===== src/clcn_pkg.sv =====
// shared types and constants for the complex linear combination norm unit
// no dependencies

package clcn_pkg;

   localparam int DATA_WIDTH = 32;
   localparam int FRAC_BITS  = 16;
   localparam int REG_IDX_W  = 3;
   localparam int PROD_W     = 2 * DATA_WIDTH;
   localparam int SUM_W      = PROD_W + 3;
   localparam int NORM_W     = 64;

   localparam logic [REG_IDX_W-1:0] REG_COEF1_RE = 3'd0;
   localparam logic [REG_IDX_W-1:0] REG_COEF1_IM = 3'd1;
   localparam logic [REG_IDX_W-1:0] REG_COEF2_RE = 3'd2;
   localparam logic [REG_IDX_W-1:0] REG_COEF2_IM = 3'd3;
   localparam logic [REG_IDX_W-1:0] REG_COEF3_RE = 3'd4;
   localparam logic [REG_IDX_W-1:0] REG_COEF3_IM = 3'd5;
   localparam logic [REG_IDX_W-1:0] REG_NORM_EN  = 3'd6;

   typedef logic signed [DATA_WIDTH-1:0] data_type;

   typedef struct packed {
      data_type a_re;
      data_type a_im;
      data_type b_re;
      data_type b_im;
      data_type c_re;
      data_type c_im;
      logic     last;
   } item_type;

   typedef struct packed {
      data_type k1_re;
      data_type k1_im;
      data_type k2_re;
      data_type k2_im;
      data_type k3_re;
      data_type k3_im;
      logic     norm_en;
   } coef_type;

   typedef enum logic [2:0] {
      ST_IDLE, ST_MUL, ST_SUM, ST_SQ, ST_ACC, ST_OUT
   } state_type;

   localparam int ITEM_W = $bits(item_type);

endpackage


===== src/clcn_ram.sv =====
// generic single write port ram with registered read
// no dependencies

module clcn_ram #(
   parameter int WIDTH = 8,
   parameter int DEPTH = 4
) (
   input  logic                     clock,
   input  logic                     wr_en,
   input  logic [$clog2(DEPTH)-1:0] wr_addr,
   input  logic [WIDTH-1:0]         wr_data,
   input  logic [$clog2(DEPTH)-1:0] rd_addr,
   output logic [WIDTH-1:0]         rd_data
);

   logic [WIDTH-1:0] mem_ff [DEPTH];
   logic [WIDTH-1:0] rd_data_ff;

   always_ff @(posedge clock) begin
      if (wr_en) begin
         mem_ff[wr_addr] <= wr_data;
      end
      rd_data_ff <= mem_ff[rd_addr];
   end

   assign rd_data = rd_data_ff;

endmodule


===== src/clcn_front.sv =====
// front: accepts beats into a small queue, hands them out to the back
// depends on clcn_pkg, clcn_ram

module clcn_front
   import clcn_pkg::*;
(
   input  logic     clock,
   input  logic     reset,
   input  logic     in_valid,
   output logic     in_ready,
   input  item_type in_item,
   output logic     out_valid,
   input  logic     out_ready,
   output item_type out_item
);

   localparam int DEPTH = 4;
   localparam int AW    = $clog2(DEPTH);

   logic [AW-1:0] wr_ptr_ff, wr_ptr_in, rd_ptr_ff, rd_ptr_in, rd_addr;
   logic [AW:0]   count_ff, count_in, unfetched;
   logic          head_valid_ff, head_valid_in;
   logic          push, pop_ram, pop_head, fetch_ok;
   logic [ITEM_W-1:0] rd_data;

   // count covers every occupied entry including the head, so the head slot stays put
   assign in_ready  = (count_ff != (AW+1)'(DEPTH));
   assign push      = in_valid && in_ready;
   assign out_valid = head_valid_ff;
   assign out_item  = item_type'(rd_data);
   assign pop_head  = head_valid_ff && out_ready;

   // the next ram entry is fetched when the head is empty or being taken
   assign unfetched = count_ff - (AW+1)'(head_valid_ff);
   assign fetch_ok  = !head_valid_ff || out_ready;
   assign pop_ram   = fetch_ok && (unfetched != '0);
   // without a fetch the head slot is read again so the head holds
   assign rd_addr   = pop_ram ? rd_ptr_ff : rd_ptr_ff - AW'(1);

   clcn_ram #(.WIDTH(ITEM_W), .DEPTH(DEPTH)) u_ram (
      .clock   (clock),
      .wr_en   (push),
      .wr_addr (wr_ptr_ff),
      .wr_data (in_item),
      .rd_addr (rd_addr),
      .rd_data (rd_data)
   );

   always_comb begin
      wr_ptr_in     = wr_ptr_ff + AW'(push);
      rd_ptr_in     = rd_ptr_ff + AW'(pop_ram);
      count_in      = count_ff + (AW+1)'(push) - (AW+1)'(pop_head);
      head_valid_in = pop_ram ? 1'b1 : (pop_head ? 1'b0 : head_valid_ff);
   end

   always_ff @(posedge clock) begin
      if (reset) begin
         wr_ptr_ff     <= '0;
         rd_ptr_ff     <= '0;
         count_ff      <= '0;
         head_valid_ff <= 1'b0;
      end else begin
         wr_ptr_ff     <= wr_ptr_in;
         rd_ptr_ff     <= rd_ptr_in;
         count_ff      <= count_in;
         head_valid_ff <= head_valid_in;
      end
   end

endmodule


===== config.mk =====
export PLATFORM = sky130hd
export DESIGN_NAME = clcn_front
export DESIGN_NICKNAME = d
export VERILOG_FILES = /design/src/clcn_pkg.sv /design/src/clcn_ram.sv /design/src/clcn_front.sv
export SDC_FILE = /design/constraint.sdc
export NUM_CORES = 1
export LEC_CHECK = 0
export BUFFER_PORTS_ARGS = -buffer_cell sky130_fd_sc_hd__buf_2
export CORE_UTILIZATION = 35
export CTS_BUF_LIST = sky130_fd_sc_hd__clkbuf_8
export DETAILED_ROUTE_END_ITERATION = 10
export GPL_TIMING_DRIVEN = 0
export RECOVER_POWER = 25
export SLEW_MARGIN = 15
export SYNTH_ARGS = -nofsm -noshare
export SYNTH_HDL_FRONTEND = slang
export SYNTH_SLANG_ARGS = --single-unit
export TNS_END_PERCENT = 30

===== constraint.sdc =====
create_clock -name clock -period 25.8 [get_ports clock]
set_clock_uncertainty 0.1 [all_clocks]
set_input_delay 1.29 -clock clock [delete_from_list [all_inputs] [get_ports clock]]
set_output_delay 1.29 -clock clock [all_outputs]
set_load 0.05 [all_outputs]

# Word level (Yosys, flattened, before mapping)
# Memory sizes are Yosys's and may differ from the RTL's. A register that Yosys moved wholly into a read port is not among the register bits.
# Cells that the tools add are included.
# Widths: inputs -> output; s select.
# word_totals
inputBits,197
ramBits,772
mem_count,1
latchBits,0
mem_bits_ro,0
wordCells,24
ff_bits,8
# op_classes
n_mux,5
reduce_logical,7
n_lt_le_gt_ge,0
div,0
add_sub_neg,6
n_eq_ne,1
shift,0
bitwise,0
n_mul,0
# mem_list
name,words,word_bits,rd,rd_clocked_by_memory_dff,write_ports,line_no,text
u_ram.mem_ff,4,193,1,1,1,clcn_ram.sv:16,logic [WIDTH-1:0] mem_ff [DEPTH];
# ops
op,n
$sub 3x1->3,2
$add 2x1->2,2
$mux 1,4
$add 3x1->3,1
$logic_and 1x1->1,3
$ne 3x3->1 const B,1
$reduce_bool 3->1,1
$mux 2,1
$reduce_bool 2->1,1
$sub 2x1->2 const B,1
$logic_not 1->1,1
$logic_or 1x1->1,1

# Longest topological paths before layout
# logic_depth
ltp_word,4
mapped_depth,10
depth_no_buf,10

# Modules after synthesis
# Synthesis repeated with hierarchy kept, for this count alone.
# hier_totals
cells_unflattened,1250
area_unflattened_um2,32411.1
# by_module_without_submodules
mod,instances,area_each_um2,seq_area_each_um2,cells_each
clcn_ram,1,31980.7,27045.9,1205
clcn_front,1,430.4,160.2,45

# Worst setup path before layout
# OpenSTA, ideal clock, no wires.
# synth_timing
kind,input port to flip-flop
from,input in_valid
to,memory u_ram.mem_ff[0][0] (netlist bit) (enable)
setup_time_ns,0.984
path_stages,2
required_ns,24.716
n_path_buf,0
setup_slack_ns,10.347
arrival_ns,14.369
path_cell_list,nand2_1 -> nor3_1
# synth_between
elab_chain_len,3
# synth_rtl
element,line_no,text
from (decl),clcn_front.sv:9,"input logic in_valid,"
$logic_and 1x1->1,clcn_front.sv:28,assign push = in_valid && in_ready;
$mux 1,clcn_ram.sv:20,if (wr_en) begin
$mux 1 (not written as such),clcn_ram.sv:21,mem_ff[wr_addr] <= wr_data;
to (decl),clcn_ram.sv:16,
# Every way passes these cells.

# Final worst setup path
# layout_timing
from,register count_ff[0]
to,"register u_ram.rd_data_ff[44], in the netlist u_ram.rd_data[44], read port of u_ram.mem_ff"
# layout_between
elab_chain_len,4
# layout_rtl
element,line_no,text
from (decl),clcn_front.sv:21,"logic [AW:0] count_ff, count_in, unfetched;"
from (signal assigned),clcn_front.sv:65,count_ff <= count_in;
$sub 3x1->3,clcn_front.sv:34,assign unfetched = count_ff - (AW+1)'(head_valid_ff);
$reduce_bool 3->1,clcn_front.sv:36,assign pop_ram = fetch_ok && (unfetched != '0);
$logic_and 1x1->1,clcn_front.sv:36,
$mux 2,clcn_front.sv:38,assign rd_addr = pop_ram ? rd_ptr_ff : rd_ptr_ff - AW'(1);
to (decl),clcn_ram.sv:17,logic [WIDTH-1:0] rd_data_ff;
# Every way passes these cells.
# A chain may end at the register's enable or synchronous reset.

==> flow_summary.yaml <==
die:
  core_sq_um: 95400
  die_h_um: 313
  rows: 113
  initial_core_util_pct: 35.4
  ios: 392
  dieArea_sq_um: 97900
  die_w_um: 313
worst_setup_path:
  cp_slowest_cell: "buf_1"
  endpoint_kind: "register"
  slowest_delay_ns: 0.80
  arrival_ns: 3.88
  crit_path_start_kind: "register"
  cp_max_fo: 10
  path_class: "reg2reg"
  path_cells: "inv_1 > ha_1 > xor2_1 > o21a_1 > ha_1 > buf_2 > buf_2 > buf_1 > mux2i_1 > mux2i_1"
  crit_required_ns: 26.34
grt:
  grt_overflow_total: 0
  grt_pass1_vias: 18000
  antenna_found_initial: 13
  grt_pass1_wl_mm: 108
  grt_max_degree: 45
  gr-usage-all-layers_pct: 14.8
synth:
  async_flop_share_pct: 0
  synth_compound_gate_area_share_pct: 0.0740
  synth_fa_ha_area_share_pct: 0.244
  synth_xor_area_share_pct: 0.129
  synth_top_family_by_area: "multiplexers"
  synth_fp_nets: 1860
  syn_area_per_cell_sq_um: 20.4
  ys_warn_count: 0
  yosys_register_bits: 973
  yosys.area.top_type: "edfxtp_1"
  synth_area_leaders: "edfxtp_1 (69%), mux2i_1 (17%), dfxtp_1 (12%)"
  synth_most_common_cell: "edfxtp_1"
  yosys.area.top_type_share_pct: 68.5
  synthMuxAreaShare_pct: 17.1
  yosysSeqAreaShare_pct: 80.4
  ys_types: 28
  synth_ff_type: "edfxtp_1"
  synthSimpleGateAreaFrac_pct: 0.392
  synth_edf_count: 772
  syn_area_sq_um: 33800
  synth_top_cells_by_count: "edfxtp_1 (772), mux2i_1 (579), dfxtp_1 (201)"
  syn_inst: 1657
sta:
  relSlewSlack_pct: 32.5
  clock.fmax_mhz: 299
  fin_crit_sh_pct: 13.0
  fin_crit_ns: 3.34
  slew_violations: 0
  hold_viol_final: 0
  whs_ns: 0.389
  rsz0062_at_grt: "false"
  tightest_slew_ns: 1.01
  setup_viol: 0
cells_and_area:
  fin_nets: 2467
  layout-drive-gt1-share_pct: 23.6
  syn2layout_area_growth_pct: 22.3
clock_network:
  cts_max_level: 4
  cts_max_path_buffers: 3
  cts.clk_slew.worst_paths_ns: 0.06
  root_buffer: "clkbuf_8"
  clock-sinks: 973
  numCtsBuffers: 160
  cts_tree: "built"
  postCtsSetupBuffers: 0
  clk_latency_ns: 0.81
  cts_hold_buffers: 0
  cts.repair.resized: 0
placement:
  portBuffers: 391
  gp_congestion: 0.722
  dpl.hpwl_mm: 47.6
route:
  drt-initial-drc-count: 791
  drt-wirelength-per-cell_um: 19.8
  drt_pass1_iterations: 5
  drt.antenna.violating_nets: 0
  dr_total_vias: 16600
  routed_wl_mm: 72.7
  vias_per_cell: 4.53
  drcViolationCount: 0
flow_run:
  cap_viol_max_count: 0
run_status:
  outcome: "complete, no violations"
worst_hold_path:
  hp-class: "reg2reg"
## sequential cells by signal (all words and copies together) (netlist names)
| name | count |
|---|---|
| rd_ptr_ff | 2 |
| u_ram.mem_ff | 772 |
| out_valid | 1 |
| u_ram.rd_data | 193 |
| wr_ptr_ff | 2 |
| count_ff | 3 |
## layout make-up
class                   count  area (sq um)
fillers                  8414         54100
flip-flops and latches    973         27200
multi-input cells         616          6100
repair buffers            445          2640
clock buffers             187          2570
well taps                1265          1580
clock inverters           109           729
plain buffers              64           527
inverters                   4          15.0
diodes                      3          7.51
## placed cells by master, fill, tap and decap left out, drive strengths merged, types with 2 or more instances in the layout
cell type    n
a21oi        2
buf        344
bufinv       7
clkbuf     352
clkinv      38
clkinvlp     8
dfxtp      201
diode        3
edfxtp     772
ha           5
inv         60
mux2i      579
nand2        3
nand2b       2
nor2         7
nor2b        3
xnor2        3
xor2         2
## logic make-up after synthesis
logic type | Yosys count
multiplexers | 579
adder cells (fa/ha/maj) | 6
buffers and inverters | 68
XOR/XNOR | 5
AND/OR/NAND/NOR | 22
flip-flops | 973
AO/OA/AOI/OAI | 4
## final timing paths
kind,end,depth (start not counted),slack (ns),from
setup reg to reg,u_ram.rd_data[44]$_DFF_P_,10,22.46,count_ff[0]$_SDFF_PP0_
hold / removal,u_ram.rd_data[0]$_DFF_P_,2,0.39,u_ram.mem_ff[0][0]$_DFFE_PP_
hold reg to reg,u_ram.rd_data[0]$_DFF_P_,2,0.39,u_ram.mem_ff[0][0]$_DFFE_PP_
setup / recovery,u_ram.rd_data[44]$_DFF_P_,10,22.46,count_ff[0]$_SDFF_PP0_
## per-stage QoR
stage | instance area (sq um) | setup WS [ns] | setup TNS (ns) | instances | utilization, %
6_report | 41400 | 22.46 | 0 | 3666 | 43.4
5_1_grt | 41400 | 22.18 | 0 | 3665 | 43.4
4_1_cts | 41600 | 22.31 | 0 | 3663 | 43.5
3_5_place_dp | 38300 | 21.62 | 0 | 3367 | 40.1
3_3_place_gp | 37400 | -2.74 | -519.66 | 3313 | 39.2
2_1_floorplan | 33800 | 10.35 | 0 | 1657 | -
## critical path, delay by kind of cell, from the launching register on
| family | cells | cell delay, ns |
|---|---|---|
| mux | 2 | 0.37 |
| buf+inv | 4 | 1.51 |
| xor+xnor | 1 | 0.17 |
| fa+ha+maj | 2 | 0.46 |
| flops | 1 | 0.35 |
| compound gates | 1 | 0.21 |
## metal layers
metal  wire (um)  global-route usage, %
met5          97                      0
met4        1900                   5.70
met3        5000                   4.97
met2       35900                   24.8
met1       29800                   17.6
Power is not shown: default switching activity piles up to over one toggle a cycle in this logic, so the estimate is an artifact.
